==> src/sv/esb_frame_builder_top_defines.svh <==
// ----------------------------------------------------------------------------
// esb_frame_builder_top_defines.svh
// Assertion macros for the frame builder. Simulation builds get the checks,
// synthesis builds get empty bodies.
// ----------------------------------------------------------------------------
`ifndef ESB_FRAME_BUILDER_TOP_DEFINES_SVH
`define ESB_FRAME_BUILDER_TOP_DEFINES_SVH

`ifndef SYNTHESIS
// check a plain property every clock outside reset
`define ESBFB_ASSERT(lbl, prop, msg) \
  lbl: assert property (@(posedge clk_i) disable iff (!rst_ni) (prop)) else $error(msg);
// check a same-cycle implication every clock outside reset
`define ESBFB_ASSERT_IMP(lbl, ante, cons, msg) \
  lbl: assert property (@(posedge clk_i) disable iff (!rst_ni) (ante) |-> (cons)) else $error(msg);
// check a next-cycle implication every clock outside reset
`define ESBFB_ASSERT_NXT(lbl, ante, cons, msg) \
  lbl: assert property (@(posedge clk_i) disable iff (!rst_ni) (ante) |=> (cons)) else $error(msg);
`else
`define ESBFB_ASSERT(lbl, prop, msg)
`define ESBFB_ASSERT_IMP(lbl, ante, cons, msg)
`define ESBFB_ASSERT_NXT(lbl, ante, cons, msg)
`endif

`endif

==> src/sv/esbfb_pkg.sv <==
// ----------------------------------------------------------------------------
// esbfb_pkg
// Shared types and constants of the frame builder.
// ----------------------------------------------------------------------------
`default_nettype none

package esbfb_pkg;

  // largest payload length that is not flagged
  localparam int MaxPayload = 32;

  // bytes emitted for one input transfer at most (address burst, or a last byte with CRC and pad)
  localparam int BurstDepth = 5;
  localparam int CountW     = $clog2(BurstDepth + 1);

  // configuration register index, taken from paddr[3]
  localparam logic RegDeviceAddress = 1'b0;

  // one received input transfer
  typedef struct packed {
    logic        last_byte;
    logic [15:0] crc_value;
    logic [5:0]  payload_length;
    logic [7:0]  data_byte;
  } item_t;

  // burst of result bytes produced by one input transfer, entry 0 goes first
  typedef struct packed {
    logic [BurstDepth-1:0][7:0] bytes;
    logic [CountW-1:0]          count;
    logic                       last;
    logic                       err;
  } burst_t;

  // result buffer status toward the input side
  typedef struct packed {
    logic              can_load;
    logic [CountW-1:0] count;
  } buf_status_t;

endpackage

`default_nettype wire

==> src/sv/esb_frame_builder_top.sv <==
// ----------------------------------------------------------------------------
// esb_frame_builder_top
// Rebuilds an over-the-air frame (address, header, shifted payload, shifted
// CRC, pad) from a received packet that arrives one byte per transfer.
// ----------------------------------------------------------------------------
//  port group     dir   content
//  s_axis_*       in    tdata: data_byte[7:0], payload_length[13:8],
//                       crc_value[29:14], zero[31:30]; tlast: last_byte
//  m_axis_*       out   tdata: out_byte; tlast: out_last; tuser: length_error
//  APB            in    device_address at byte address 0 (64-bit data)
//
//  Each input transfer yields one or five output transfers: five for byte 0
//  and the last byte of a longer packet, one for a lone last byte and all
//  others. While the output is ready they go out one per cycle, and between
//  bursts the input side sustains one byte per cycle. A byte is registered in
//  the input register, its burst in the result buffer; the input register takes
//  the next byte while a burst still drains. Reset clears position, carry and
//  the buffers; device_address resets to all ones. No clearing pass is needed.
// ----------------------------------------------------------------------------
`default_nettype none

module esb_frame_builder_top
  import esbfb_pkg::*;
(
  input  wire         clk_i,
  input  wire         rst_ni,
  // input stream
  input  wire         s_axis_tvalid_i,
  output logic        s_axis_tready_o,
  input  wire  [31:0] s_axis_tdata_i,  // data_byte, payload_length, crc_value, pad
  input  wire         s_axis_tlast_i,
  // output stream
  output logic        m_axis_tvalid_o,
  input  wire         m_axis_tready_i,
  output logic [7:0]  m_axis_tdata_o,  // out_byte
  output logic        m_axis_tlast_o,
  output logic        m_axis_tuser_o,  // length_error
  // configuration
  input  wire         psel,
  input  wire         penable,
  input  wire         pwrite,
  input  wire  [3:0]  paddr,
  input  wire  [63:0] pwdata,
  output logic [63:0] prdata,
  output logic        pready
);

`include "esb_frame_builder_top_defines.svh"

  logic [39:0] dev_addr_q;
  item_t       in_item;
  item_t       item;
  logic        item_valid;
  logic        take;
  burst_t      burst;
  buf_status_t buf_status;

  // configuration register
  assign pready = 1'b1;
  assign prdata = (paddr[3] == RegDeviceAddress) ? {24'd0, dev_addr_q} : 64'd0;

  always_ff @(posedge clk_i or negedge rst_ni) begin
    if (!rst_ni) begin
      dev_addr_q <= '1;
    end else if (psel && penable && pwrite && pready && paddr[3] == RegDeviceAddress) begin
      dev_addr_q <= pwdata[39:0];
    end
  end

  // unpack the input transfer
  assign in_item.data_byte      = s_axis_tdata_i[7:0];
  assign in_item.payload_length = s_axis_tdata_i[13:8];
  assign in_item.crc_value      = s_axis_tdata_i[29:14];
  assign in_item.last_byte      = s_axis_tlast_i;

  assign take = item_valid && buf_status.can_load;

  esbfb_in_reg u_in_reg (
    .clk_i       (clk_i),
    .rst_ni      (rst_ni),
    .in_valid_i  (s_axis_tvalid_i),
    .in_ready_o  (s_axis_tready_o),
    .in_item_i   (in_item),
    .take_ok_i   (buf_status.can_load),
    .item_valid_o(item_valid),
    .item_o      (item)
  );

  esbfb_core u_core (
    .clk_i     (clk_i),
    .rst_ni    (rst_ni),
    .take_i    (take),
    .item_i    (item),
    .dev_addr_i(dev_addr_q),
    .burst_o   (burst)
  );

  esbfb_burst_buf u_buf (
    .clk_i      (clk_i),
    .rst_ni     (rst_ni),
    .load_i     (take),
    .burst_i    (burst),
    .status_o   (buf_status),
    .out_valid_o(m_axis_tvalid_o),
    .out_ready_i(m_axis_tready_i),
    .out_byte_o (m_axis_tdata_o),
    .out_last_o (m_axis_tlast_o),
    .out_err_o  (m_axis_tuser_o)
  );

  // checks
  `ESBFB_ASSERT_IMP(a_last_is_pad, m_axis_tvalid_o && m_axis_tlast_o, m_axis_tdata_o == 8'd0, "frame end byte is not a zero pad")
  `ESBFB_ASSERT(a_count_range, buf_status.count <= CountW'(BurstDepth), "burst count out of range")
  `ESBFB_ASSERT_IMP(a_load_nonempty, take, burst.count == CountW'(1) || burst.count == CountW'(BurstDepth), "burst size is neither one nor five")
  `ESBFB_ASSERT_NXT(a_load_shows, take, m_axis_tvalid_o, "loaded burst not presented")

endmodule

`default_nettype wire

==> src/sv/esbfb_in_reg.sv <==
// ----------------------------------------------------------------------------
// esbfb_in_reg
// Input register: holds one accepted transfer until the core takes it.
// ----------------------------------------------------------------------------
`default_nettype none

module esbfb_in_reg
  import esbfb_pkg::*;
(
  input  wire        clk_i,
  input  wire        rst_ni,
  input  wire        in_valid_i,
  output logic       in_ready_o,
  input  wire item_t in_item_i,
  input  wire        take_ok_i,
  output logic       item_valid_o,
  output item_t      item_o
);

  logic  valid_q, valid_d;
  item_t item_q;
  logic  take;

  // hand the held item on when the result buffer can load
  assign take         = valid_q && take_ok_i;
  assign in_ready_o   = !valid_q || take_ok_i;
  assign item_valid_o = valid_q;
  assign item_o       = item_q;

  always_comb begin
    valid_d = valid_q;
    if (in_valid_i && in_ready_o) begin
      valid_d = 1'b1;
    end else if (take) begin
      valid_d = 1'b0;
    end
  end

  always_ff @(posedge clk_i or negedge rst_ni) begin
    if (!rst_ni) begin
      valid_q <= 1'b0;
    end else begin
      valid_q <= valid_d;
    end
  end

  // capture payload on every input transfer
  always_ff @(posedge clk_i) begin
    if (in_valid_i && in_ready_o) begin
      item_q <= in_item_i;
    end
  end

endmodule

`default_nettype wire

==> src/sv/esbfb_core.sv <==
// ----------------------------------------------------------------------------
// esbfb_core
// Packet position and carry state; builds the result burst for one byte.
// ----------------------------------------------------------------------------
`default_nettype none

module esbfb_core
  import esbfb_pkg::*;
(
  input  wire         clk_i,
  input  wire         rst_ni,
  input  wire         take_i,
  input  wire item_t  item_i,
  input  wire  [39:0] dev_addr_i,
  output burst_t      burst_o
);

  logic [5:0]  pos_q, pos_d;
  logic        carry_q, carry_d;
  logic        plen_err;
  logic        idx_err;
  logic        new_carry;
  logic [15:0] crc;

  assign crc       = item_i.crc_value;
  assign new_carry = item_i.data_byte[0];
  assign plen_err  = {1'b0, item_i.payload_length} > 7'(MaxPayload);
  assign idx_err   = {1'b0, pos_q} >= 7'(MaxPayload + 2);

  // build the burst and the next state
  always_comb begin
    burst_o       = '0;
    pos_d         = pos_q;
    carry_d       = carry_q;
    burst_o.err   = plen_err;
    if (pos_q == 6'd0) begin
      if (item_i.last_byte) begin
        // packet under two bytes: lone flagged pad byte
        burst_o.count = CountW'(1);
        burst_o.last  = 1'b1;
        burst_o.err   = 1'b1;
        pos_d         = 6'd0;
        carry_d       = 1'b0;
      end else begin
        // address bytes, most significant first
        for (int i = 0; i < BurstDepth; i++) begin
          burst_o.bytes[i] = dev_addr_i[8*(BurstDepth-1-i) +: 8];
        end
        burst_o.count = CountW'(BurstDepth);
        pos_d         = 6'd1;
        carry_d       = 1'b0;
      end
    end else begin
      if (pos_q == 6'd1) begin
        // header: length and packet id
        burst_o.bytes[0] = {item_i.payload_length, item_i.data_byte[2:1]};
        pos_d            = 6'd2;
      end else begin
        // payload byte, shifted behind the carried bit
        burst_o.bytes[0] = {carry_q, item_i.data_byte[7:1]};
        burst_o.err      = plen_err || idx_err;
        if (pos_q != 6'd63) begin
          pos_d = pos_q + 6'd1;
        end
      end
      carry_d       = new_carry;
      burst_o.count = CountW'(1);
      if (item_i.last_byte) begin
        // CRC shifted the same way, then a zero pad
        burst_o.bytes[1] = {new_carry, crc[15:9]};
        burst_o.bytes[2] = {crc[8], crc[7:1]};
        burst_o.bytes[3] = {crc[0], 7'd0};
        burst_o.bytes[4] = 8'd0;
        burst_o.count    = CountW'(BurstDepth);
        burst_o.last     = 1'b1;
        pos_d            = 6'd0;
        carry_d          = 1'b0;
      end
    end
  end

  always_ff @(posedge clk_i or negedge rst_ni) begin
    if (!rst_ni) begin
      pos_q   <= 6'd0;
      carry_q <= 1'b0;
    end else if (take_i) begin
      pos_q   <= pos_d;
      carry_q <= carry_d;
    end
  end

endmodule

`default_nettype wire

==> src/sv/esbfb_burst_buf.sv <==
// ----------------------------------------------------------------------------
// esbfb_burst_buf
// Result register: holds one burst and shifts it out one byte per transfer.
// ----------------------------------------------------------------------------
`default_nettype none

module esbfb_burst_buf
  import esbfb_pkg::*;
(
  input  wire          clk_i,
  input  wire          rst_ni,
  input  wire          load_i,
  input  wire burst_t  burst_i,
  output buf_status_t  status_o,
  output logic         out_valid_o,
  input  wire          out_ready_i,
  output logic [7:0]   out_byte_o,
  output logic         out_last_o,
  output logic         out_err_o
);

  logic [CountW-1:0]          cnt_q, cnt_d;
  logic [BurstDepth-1:0][7:0] bytes_q, bytes_d;
  logic                       last_q;
  logic                       err_q;
  logic                       pop;

  assign out_valid_o = cnt_q != '0;
  assign pop         = out_valid_o && out_ready_i;
  assign out_byte_o  = bytes_q[0];
  assign out_last_o  = last_q && (cnt_q == CountW'(1));
  assign out_err_o   = err_q;

  // free for a new burst once the last byte leaves
  assign status_o.can_load = !out_valid_o || (pop && cnt_q == CountW'(1));
  assign status_o.count    = cnt_q;

  always_comb begin
    cnt_d   = cnt_q;
    bytes_d = bytes_q;
    if (load_i) begin
      cnt_d   = burst_i.count;
      bytes_d = burst_i.bytes;
    end else if (pop) begin
      cnt_d = cnt_q - CountW'(1);
      // advance the queue toward entry 0
      for (int i = 0; i < BurstDepth - 1; i++) begin
        bytes_d[i] = bytes_q[i+1];
      end
    end
  end

  always_ff @(posedge clk_i or negedge rst_ni) begin
    if (!rst_ni) begin
      cnt_q <= '0;
    end else begin
      cnt_q <= cnt_d;
    end
  end

  always_ff @(posedge clk_i) begin
    bytes_q <= bytes_d;
    if (load_i) begin
      last_q <= burst_i.last;
      err_q  <= burst_i.err;
    end
  end

endmodule

`default_nettype wire

==> config.mk <==
export PLATFORM = sky130hd
export DESIGN_NAME = esb_frame_builder_top
export DESIGN_NICKNAME = d
export VERILOG_FILES = /design/src/sv/esbfb_pkg.sv /design/src/sv/esb_frame_builder_top.sv /design/src/sv/esbfb_in_reg.sv /design/src/sv/esbfb_core.sv /design/src/sv/esbfb_burst_buf.sv
export VERILOG_INCLUDE_DIRS = /design/src /design/src/sv
export SDC_FILE = /design/constraint.sdc
export NUM_CORES = 1
export LEC_CHECK = 0
export BUFFER_PORTS_ARGS = -buffer_cell sky130_fd_sc_hd__buf_2
export CORE_ASPECT_RATIO = 0.75
export CORE_MARGIN = 8
export CORE_UTILIZATION = 51
export CTS_CLUSTER_SIZE = 30
export DETAILED_ROUTE_END_ITERATION = 12
export GPL_TIMING_DRIVEN = 0
export HOLD_SLACK_MARGIN = 0.1
export PLACE_DENSITY_LB_ADDON = 0.2
export SLEW_MARGIN = 0
export SYNTH_ARGS = -nofsm -noshare
export SYNTH_HDL_FRONTEND = slang
export SYNTH_SLANG_ARGS = --single-unit
==> constraint.sdc <==
create_clock -name clk_i -period 2.6 [get_ports clk_i]
set_input_delay 0.52 -clock clk_i [delete_from_list [all_inputs] [get_ports clk_i]]
set_output_delay 0.52 -clock clk_i [all_outputs]
set_load 0.01 [all_outputs]
# Yosys cells after proc, flatten, opt, wreduce, memory -nomap -nowiden
# Index checks and enable logic that the tools add are counted.
dict set report totals {
  inputBits 108
  out_inout_bits 77
  regBits 124
  wordCells 65
}
dict set report op_classes {
  order_cmp 2
  n_bitwise 1
  n_reduce_logical 19
  addsub 2
  n_mux 22
  eq_ne 3
}
# cell n
set op_table {}
lappend op_table {{$mux W40} 2}
lappend op_table {{$mux W32} 2}
lappend op_table {{$mux W45} 1}
lappend op_table {{$mux W24} 1}
lappend op_table {{$mux W6} 4}
lappend op_table {{$mux W3} 3}
lappend op_table {{$logic_and A1 B1 Y1} 8}
lappend op_table {{$mux W8} 1}
lappend op_table {{$add A6 B1 Y6 const B} 1}
lappend op_table {{$eq A6 B1 Y1 const B} 1}
lappend op_table {{$ge A6 B6 Y1 const B} 1}
lappend op_table {{$gt A6 B6 Y1 const B} 1}
lappend op_table {{$logic_not A6 Y1} 1}
lappend op_table {{$mux W1} 6}
lappend op_table {{$ne A6 B6 Y1 const B} 1}
lappend op_table {{$mux W4} 1}
lappend op_table {{$reduce_bool A2 Y1} 2}
lappend op_table {{$reduce_bool A4 Y1} 1}
lappend op_table {{$eq A3 B1 Y1 const B} 1}
lappend op_table {{$logic_or A1 B1 Y1} 3}
lappend op_table {{$reduce_bool A3 Y1} 1}
lappend op_table {{$sub A3 B1 Y3 const B} 1}
lappend op_table {{$logic_not A1 Y1} 2}
lappend op_table {{$mux W2} 1}
lappend op_table {{2 further kinds} 2}

# Depth between registers and ports, before layout
# Gate-level depths: netlist of the first run.
dict set report logic_depth {
  depth_word 7
  ltp_mapped 11
}

# Cells and area by module
# From an unflattened synthesis of the first run, not the netlist that was laid out.
dict set report unflattened {
  cells_unflattened 475
  area_unflattened_um2 6267.3
}
# module cells_per_inst instances area_each_um2
set by_module_without_submodules {}
lappend by_module_without_submodules {esbfb_burst_buf 115 1 2098.3}
lappend by_module_without_submodules {esb_frame_builder_top 157 1 2058.2}
lappend by_module_without_submodules {esbfb_core 168 1 1126.1}
lappend by_module_without_submodules {esbfb_in_reg 35 1 984.7}

# Least setup slack after synthesis of the first run
# No wires, ideal clock.
dict set report synth_path {
  path_type {flip-flop to flip-flop}
  from {register u_core.pos_q[0]}
  to {register u_core.pos_q[3]}
  period_less_slack_ns 2.409
  path_slack_ns 0.191
  arrival_ns 2.340
  path_stages_with_launch 12
  setup_time_ns 0.069
  path_cell_list {dfrtp_1 inv_1 ha_1 clkbuf_1 nand2_1 buf_2 buf_2 ha_1 nand2_1 o211ai_2 or4_1 nand3_1}
}
dict set report synth_via {
  elab_chain_cells 5
  elab_cells_between_ends 10
  classes_between {add/sub: 1; eq/ne: 2; mux: 4; reduce/logical: 3}
}
# item line
set synth_rtl {}
lappend synth_rtl {{from (decl)} esbfb_core.sv:18} ;# logic [5:0] pos_q, pos_d;
lappend synth_rtl {{from (signal assigned)} esbfb_core.sv:87} ;# pos_q <= pos_d;
lappend synth_rtl {{$add A6 B1 Y6} esbfb_core.sv:63} ;# pos_d = pos_q + 6'd1;
lappend synth_rtl {{$mux W6} esbfb_core.sv:62} ;# if (pos_q != 6'd63) begin
lappend synth_rtl {{$mux W6} esbfb_core.sv:54} ;# if (pos_q == 6'd1) begin
lappend synth_rtl {{$mux W6} esbfb_core.sv:68} ;# if (item_i.last_byte) begin
lappend synth_rtl {{$mux W6} esbfb_core.sv:36} ;# if (pos_q == 6'd0) begin
# Parallel ways exist; a longest one is shown, timed or not. The select of a mux whose other input is x is not followed.
# A chain may end at the register's enable or synchronous reset.

# Worst setup path after layout of the first run
dict set report layout_path {
  from {register u_core.pos_q[2]}
  to {register u_core.pos_q[3]}
}
# Same word-level chain as after synthesis.

==> summary.md, run 1 <==
| Metric | Value |
|---|---|
| CP arrival | `between 2 and 3 ns` |
| Drt pass-1 iters | `5` |
| Yosys reg bits | `roughly 120` |
| Area delta synth->final | `27.16%` |
| Crit Path Category | `reg2reg` |
| Cell Pwr Density | `between 1000 and 1500 nW/um^2` |
| Remaining DRCs | `0` |
| Async S/R FF share, synth | `41.13%` |
| Post-synth EDFFs | `73` |
| Storage cell area | `roughly 3500 um^2` |
| Hold buffers post-CTS | `0` |
| Number of global-route vias before repair | `4360` |
| RSZ-0062 raised after global routing | `false` |
| Dpl ws | `-0.5518 ns` |
| Pint | `5.685 mW` |
| Slew Viols, Final | `0` |
| Outcome | `finished clean` |
| Share of cells above drive strength 1 | `between 40% and 50%` |
| Synth warnings | `0` |
| CP delay by family, top | `simple AND/OR/NAND/NOR gates` |
| CTS clk-pin slew, worst paths | `0.06 ns` |
| Most frequent CP cell | `nand2_1` |
| DIE WIDTH | `~140 um` |
| Cell Area, Synth | `between 5000 and 6000 um^2` |
| Hpwl dp | `10750 um` |
| Clock sinks | `around 120` |
| # setup viols final | `0` |
| Worst Path Buf+Inv | `2` |
| Critical Path Max Stage Delay | `0.54 ns` |
| Post-route cell area | `7387 um^2` |
| Layout fillers | `between 800 and 900` |
| Total routed wirelength | `15120 um` |
| Iteration-0 DRC Markers | `420` |
| Net Sw Power | `2.642 mW` |
| Crit start category | `flip-flop` |
| Critical path, cell by cell | `buf_2 > nor4_4 > nand2_1 > clkbuf_4 > ha_1 > nand2_1 > o211ai_4 > or4_1 > nand3_1` |
| Lkg Pwr | `3.158 nW` |
| Die Y-Extent | `108.4 um` |
| Worst Tran Pin Value | `1.140 ns` |
| Combinational fraction of design power | `around 29%` |
| Cells after Synth | `roughly 470` |
| Hold Fails Final Rpt | `0` |
| Final WS setup | `0.1546 ns` |
| Antenna violations before repair | `0` |
| Period minus WS final | `roughly 2.4 ns` |
| GRT Resource Usage Total | `20.27%` |
| Max-Cap Viols | `0` |
| Fin util | `67.01%` |
| DP Area | `6721 um^2` |
| DR WL/cell | `19.09 um` |
| DIE AREA | `between 15000 and 20000 um^2` |
| Max rail drop VDD | `0.7153 mV` |
| Sw frac | `31.73%` |
| Commonest non-fill, non-tap cells in the layout | `buf_2, edfxtp_1, nor2b_1` |
| Vias | `~4300` |
| Critical-path top delay cell | `or4_1` |
| Syn Area/Cell | `12.41 um^2` |
| ANT cells | `0` |
| DR vias/cell | `5.369` |
| CP Max Fanout | `19` |
| Commonest non-fill, non-tap cell in the layout | `buf_2` |
| Part of the Yosys area used for sequential elements | `60.56%` |
| GP Congestion | `0.8339` |
| Grt ovf | `0` |
| Initial Util | `a little over half` |
| Area of the multi-input gates | `1994 um^2` |
| Clk_lat worst skew | `about 0.42 ns` |
| Final Cycle Share | `a little over nine tenths` |
| I/O Buffers | `between 100 and 150` |
| Final net count | `756` |
| Max Root-Sink Buffers | `2` |
| Rel. slew slack | `24.00%` |
| Largest net degree at the start of global routing | `52` |
| Hold crit path type | `in2reg` |
| CP Data Required Time | `approximately 3.0 ns` |
| Clk pwr share | `29.7%` |
| Final Skew | `0.007845 ns` |
| First-pass GRT wire length | `23540 um` |
| Core area | `11020 um^2` |
| TritonCTS clock tree | `done` |
| Max Clock Freq | `between 400 and 500 MHz` |
| # IOs | `185` |
| Synth unique cells | `45` |
| Main synth FF type | `edfxtp_1` |
| Crit path capture type | `flip-flop` |
| Flop pwr share | `41.2%` |
| Root buf cell | `clkbuf_16` |
| Antenna viol nets, final | `0` |
| Number of buffers created by CTS | `17` |
| Row count | `33` |
| H-tree depth | `4` |
==> flip-flops by register name, summed over array words and instances (netlist names) <==
signal / cells
u_core.carry_q: 1
u_buf.out_err_o: 1
u_buf.cnt_q: 3
u_in_reg.item_o: 31
u_core.pos_q: 6
u_buf.last_q: 1
dev_addr_q: 40
u_buf.out_byte_o: 8
u_in_reg.item_valid_o: 1
u_buf.bytes_q: 32
==> timing repair <==
action	CTS	global route
gates resized for setup	7	3
setup buffers	1	0
endpoints found under the setup margin	74	35
pin swaps	1	0
gates cloned	0	0
==> path summary, 6_finish.rpt <==
path	startpoint	endpoint	slack, ns	cells past startpoint
setup / recovery	u_core.pos_q[2]	u_core.pos_q[3]	0.15	9
hold / removal	s_axis_tdata_i[24]	u_in_reg.item_o[24]	0.28	1
setup reg to reg	u_core.pos_q[2]	u_core.pos_q[3]	0.15	9
hold reg to reg	u_buf.cnt_q[1]	u_buf.cnt_q[1]	0.53	2
max in group asynchronous	rst_ni	u_core.carry_q	1.57	1
min in group asynchronous	rst_ni	u_buf.cnt_q[0]	0.34	1
==> synthesized netlist by cell type, drive strengths merged, types with 10 or more instances <==
master / count / area share (%)
buf: 49 / 5.6
a31oi: 20 / 2.2
nand3: 40 / 3.4
nor2: 23 / 1.5
nand2: 21 / 1.4
edfxtp: 73 / 38
and2: 10 / 1.1
dfrtp: 11 / 4.7
nor2b: 42 / 4.5
clkbuf: 12 / 0.78
a21oi: 12 / 1.0
dfstp: 40 / 18
mux2: 40 / 7.8
==> per-stage QoR <==
step	TNS [ns]	std cells	total power, mW	hold slack, ns
after floorplan	0	491	4.941	0.2244
after global placement	-16.13	761	5.721	0.4956
after detailed placement	-19.89	761	5.809	0.5112
after CTS	0	793	8.343	0.2672
after global routing	0	792	8.727	0.2646
final	0	792	8.327	0.2813
==> kinds of logic (layout without fill, tap and decap cells) <==
kind of cell | Yosys count | after routing | synth area share, %
other | 2 | 25 | 0.1293
buffers and inverters | 69 | 230 | 6.935
DFF | 124 | 124 | 60.56
muxes | 40 | 40 | 7.754
adders and majority gates | 9 | 9 | 1.938
and+or+nand+nor | 155 | 155 | 14.49
AOI/OAI and AO/OA | 67 | 67 | 7.883
xor gates and xnor gates | 2 | 2 | 0.3016
==> power by group through the flow <==
stage	logic [mW]	clock network, mW	registers, mW
floorplan	1.63	0	3.31
global placement	2.27	0	3.45
detailed placement	2.34	0	3.47
CTS	2.41	2.49	3.43
global route	2.64	2.59	3.50
finish	2.42	2.47	3.43
==> layout make-up <==
| type | count | share of cell area [%] |
|---|---|---|
| buffer | 59 | 5.081 |
| clock buffer | 25 | 7.741 |
| clock inverter | 7 | 0.8638 |
| inverter | 8 | 0.4065 |
| multi-input combinational | 298 | 27.00 |
| sequential | 124 | 47.63 |
| tap | 140 | 2.371 |
| timing repair buffer | 131 | 8.909 |
==> layer usage <==
layer	wire length [um]	vias to the layer above	global-route usage, %	part of all wire, %
met3	1492	19	6.910	9.9
met2	6843	241	31.17	45
li1	-	1972	-	-
met5	0	-	0	0
met1	6587	2020	26.35	44
met4	195	0	7.494	1.3
Power figures use the tool's default switching activity.
==> run 2: changes to the inputs <==
--- a/config.mk
+++ b/config.mk
@@ -7,9 +7,11 @@
 export NUM_CORES = 1
 export LEC_CHECK = 0
 export BUFFER_PORTS_ARGS = -buffer_cell sky130_fd_sc_hd__buf_2
+export CELL_PAD_IN_SITES_DETAIL_PLACEMENT = 0
+export CELL_PAD_IN_SITES_GLOBAL_PLACEMENT = 2
 export CORE_ASPECT_RATIO = 0.75
 export CORE_MARGIN = 8
-export CORE_UTILIZATION = 51
+export CORE_UTILIZATION = 34
 export CTS_CLUSTER_SIZE = 30
 export DETAILED_ROUTE_END_ITERATION = 12
 export GPL_TIMING_DRIVEN = 0
@@ -18,4 +20,5 @@
 export SLEW_MARGIN = 0
 export SYNTH_ARGS = -nofsm -noshare
 export SYNTH_HDL_FRONTEND = slang
+export SYNTH_HIERARCHICAL = 1
 export SYNTH_SLANG_ARGS = --single-unit
==> run 2 against run 1 <==
  * Clock power shrank 5%
  * Clock skew shrank 0.0025 ns
  * Register-to-register slack gained 0.07 ns
  * Synthesized cell count grew 1.5%
  * Highest routed layer is now met5
  * Die area grew 53%
  * Global-route usage shrank 6.6 points
  * Fmax grew 2.9%
  * Cell area grew 7.2%
  * Largest cell class unchanged
  * Count of clock-buffer cells in the layout grew 3
  * First-iteration DRC count shrank 61%
  * Sequential power is essentially flat
==> summary.md, run 2 <==
| Metric | Value |
|---|---|
| Outcome | `finished clean` |
| Vias | `3967 (-6.7%)` |
| RSZ-0062 raised after global routing | `false` |
| Max-Cap Viols | `0 (unchanged)` |
| CP Data Required Time | `2.67 ns (-0.28 ns)` |
| Synth warnings | `6 (+6)` |
| CP Max Fanout | `32 (+13)` |
| DIE AREA | `23080 um^2 (+53%)` |
| Reg-to-reg critical path startpoint | `u_buf/cnt_q[0]` |
| Root buf cell | `clkbuf_16` |
| Max reg flops | `40 (unchanged)` |
| GRT Resource Usage Total | `13.65% (-6.6 points)` |
| Commonest cells post-synth | `edfxtp_1, nor2b_1, dfstp_2` |
| DIE WIDTH | `172.8 um (+24%)` |
| Crit start category | `flip-flop` |
| First-pass GRT wire length | `24230 um (+2.9%)` |
| Crit Path Category | `reg2reg` |
| Post-synth EDFFs | `73 (unchanged)` |
| Remaining DRCs | `0 (unchanged)` |
| Synth top area cells | `edfxtp_1, dfstp_2, mux2_4` |
| Lkg Pwr | `3.491 nW (+11%)` |
| Reg-to-reg endpoint | `u_buf/out_byte_o[1]` |
| Critical-path top delay cell | `dfrtp_1` |
| Part of the Yosys area used for sequential elements | `56.14% (-4.4 points)` |
| DR WL/cell | `16.92 um (-11%)` |
| Drt pass-1 iters | `4 (-1)` |
| Tot Pwr | `8.947 mW (+7.4%)` |
| Async S/R FF share, synth | `41.13% (unchanged)` |
| CP arrival | `2.44 ns (-0.35 ns)` |
| Yosys reg bits | `124 (unchanged)` |
| Largest net degree at the start of global routing | `52 (unchanged)` |
| Die Y-Extent | `133.6 um (+23%)` |
| GP Congestion | `0.7199 (-14%)` |
| Clock sinks | `124 (unchanged)` |
| Cell Area, Synth | `6267 um^2 (+7.9%)` |
| Max rail drop VDD | `0.4987 mV (-30%)` |
| Total routed wirelength | `15340 um (+1.5%)` |
| Max Clock Freq | `420.9 MHz (+2.9%)` |
| Grt ovf | `0 (unchanged)` |
| Setup slack, reg-to-reg | `0.22 ns (+0.07 ns)` |
| Area leader, netlist | `edfxtp_1` |
| Synth unique cells | `47 (+4.4%)` |
| Commonest non-fill, non-tap cell in the layout | `buf_2` |
| Syn Area/Cell | `13.19 um^2 (+6.3%)` |
| Rel. slew slack | `51.69% (+28 points)` |
| Hold crit path type | `in2async` |
| Top-count cell post-synth | `edfxtp_1` |
| Synth top area share | `34.98% (-2.8 points)` |
| Final net count | `762 (+0.79%)` |
| # IOs | `185 (unchanged)` |
| ANT cells | `0 (unchanged)` |
| Hold Fails Final Rpt | `0 (unchanged)` |
| Fin util | `43.31% (-24 points)` |
| Main synth FF type | `edfxtp_1` |
| Initial Util | `34.26% (-18 points)` |
| Period minus WS final | `2.376 ns (-0.06951 ns)` |
| # setup viols final | `0 (unchanged)` |
| Hpwl dp | `11410 um (+6.1%)` |
| Row count | `43 (+30%)` |
| CTS clk-pin slew, worst paths | `0.05 ns (about the same)` |
| Antenna viol nets, final | `0 (unchanged)` |
| Iteration-0 DRC Markers | `164 (-61%)` |
| Clk_lat worst skew | `0.42 ns (about the same)` |
| Commonest non-fill, non-tap cells in the layout | `buf_2, edfxtp_1, nor2b_1` |
| DR vias/cell | `4.374 (-19%)` |
| Crit path capture type | `flip-flop` |
| I/O Buffers | `130 (unchanged)` |
| Final Skew | `0.005360 ns (-0.002485 ns)` |
| Hold buffers post-CTS | `0 (unchanged)` |
| Max Root-Sink Buffers | `2 (unchanged)` |
| Reg2Reg Depth | `8 (-1)` |
| Number of global-route vias before repair | `4226 (-3.1%)` |
| Final Cycle Share | `91.38% (-2.7 points)` |
| Area delta synth->final | `26.41%` |
| Core area | `18290 um^2 (+66%)` |
| Cells after Synth | `475 (+1.5%)` |
| Worst Tran Pin Value | `0.7246 ns (-0.4154 ns)` |
| Most flop-heavy register | `dev_addr_q` |
| Share of cells above drive strength 1 | `50.61% (+5.7 points)` |
| Critical path, cell by cell | `inv_1 > ha_1 > a21oi_1 > nor2_1 > and2_2 > buf_6 > buf_6 > a21o_4` |
| Antenna violations before repair | `2 (+2)` |
| Slew Viols, Final | `0 (unchanged)` |
| Number of buffers created by CTS | `17 (unchanged)` |
| Most frequent CP cell | `buf_6` |
| Critical Path Max Stage Delay | `0.40 ns (-0.14 ns)` |
| Cell Pwr Density | `1129 nW/um^2 (+0.18%)` |
| TritonCTS clock tree | `done` |
| H-tree depth | `4 (unchanged)` |
run 2: stage by stage:
| step | hold WS (ns) | cells | instance area (um^2) | setup TNS [ns] | worst slack, ns |
|---|---|---|---|---|---|
| floorplan | 0.2244 | 498 | 6354 | 0 | 0.2499 |
| global placement | 0.5287 | 875 | 7313 | -8.629 | -0.2727 |
| detailed placement | 0.5299 | 875 | 7313 | -9.745 | -0.3078 |
| CTS | 0.2487 | 907 | 7920 | 0 | 0.1761 |
| global route | 0.2028 | 907 | 7923 | 0 | 0.05635 |
| finish | 0.1370 | 907 | 7923 | 0 | 0.2241 |
run 2: worst max-delay path: cells and delay by family (launching register included):
kind	cells	cell delay (ns)
compound gates	2	0.42
fa+ha+maj	1	0.24
buf+inv	3	0.44
flops	1	0.40
simple gates	2	0.50
run 2: cells by family (layout without fill, tap and decap cells):
kind of cell	count (synthesis)	after routing	synth area share (%)
other	4	27	0.2395
adder cells (fa/ha/maj)	7	7	1.397
XOR/XNOR	1	1	0.1398
flip-flops	124	124	56.14
AND/OR/NAND/NOR	152	152	14.21
buffers and inverters	67	229	7.786
multiplexers	80	80	16.31
AO/OA/AOI/OAI	40	40	3.773
run 2: where the power goes:
group | leakage, nW | total, mW | internal, mW | switching (mW)
clock network | 0.292 | 2.34 | 1.53 | 0.814
logic | 1.93 | 3.20 | 1.60 | 1.60
registers | 1.27 | 3.41 | 3.11 | 0.297
total | 3.49 | 8.95 | 6.23 | 2.71
run 2: area by class of cell:
class | instances | area (um^2)
Buffer | 62 | 469.2
Clock buffer | 28 | 548.0
Clock inverter | 4 | 51.30
Fill cell | 1741 | 10370
Inverter | 5 | 18.77
Multi-Input combinational cell | 307 | 2355
Sequential cell | 124 | 3518
Tap cell | 247 | 309.0
Timing Repair Buffer | 130 | 653.1
run 2: how the worst max path moves through the flow:
| stage | start | end | slack, ns |
|---|---|---|---|
| after floorplan | u_buf/cnt_q[0] | u_buf/bytes_q[10] | 0.25 |
| after global placement | u_buf/cnt_q[0] | u_buf/out_byte_o[0] | -0.27 |
| after detailed placement | u_buf/cnt_q[0] | u_buf/out_byte_o[0] | -0.31 |
| after CTS | u_buf/cnt_q[0] | u_buf/out_byte_o[2] | 0.18 |
| after global routing | u_buf/cnt_q[1] | u_buf/out_byte_o[2] | 0.06 |
| final | u_buf/cnt_q[0] | u_buf/out_byte_o[1] | 0.22 |
run 2: routing by layer:
metal	global-route usage, %	share of wire, %
met3	5.033	6.3
met4	5.303	1.5
met1	17.27	46
met2	20.96	46
met5	0	0.12
run 2: timing repair:
action | in CTS | in global routing
resized for setup | 2 | 0
endpoints found under the setup margin | 32 | 0
buffers inserted | 0 | 0
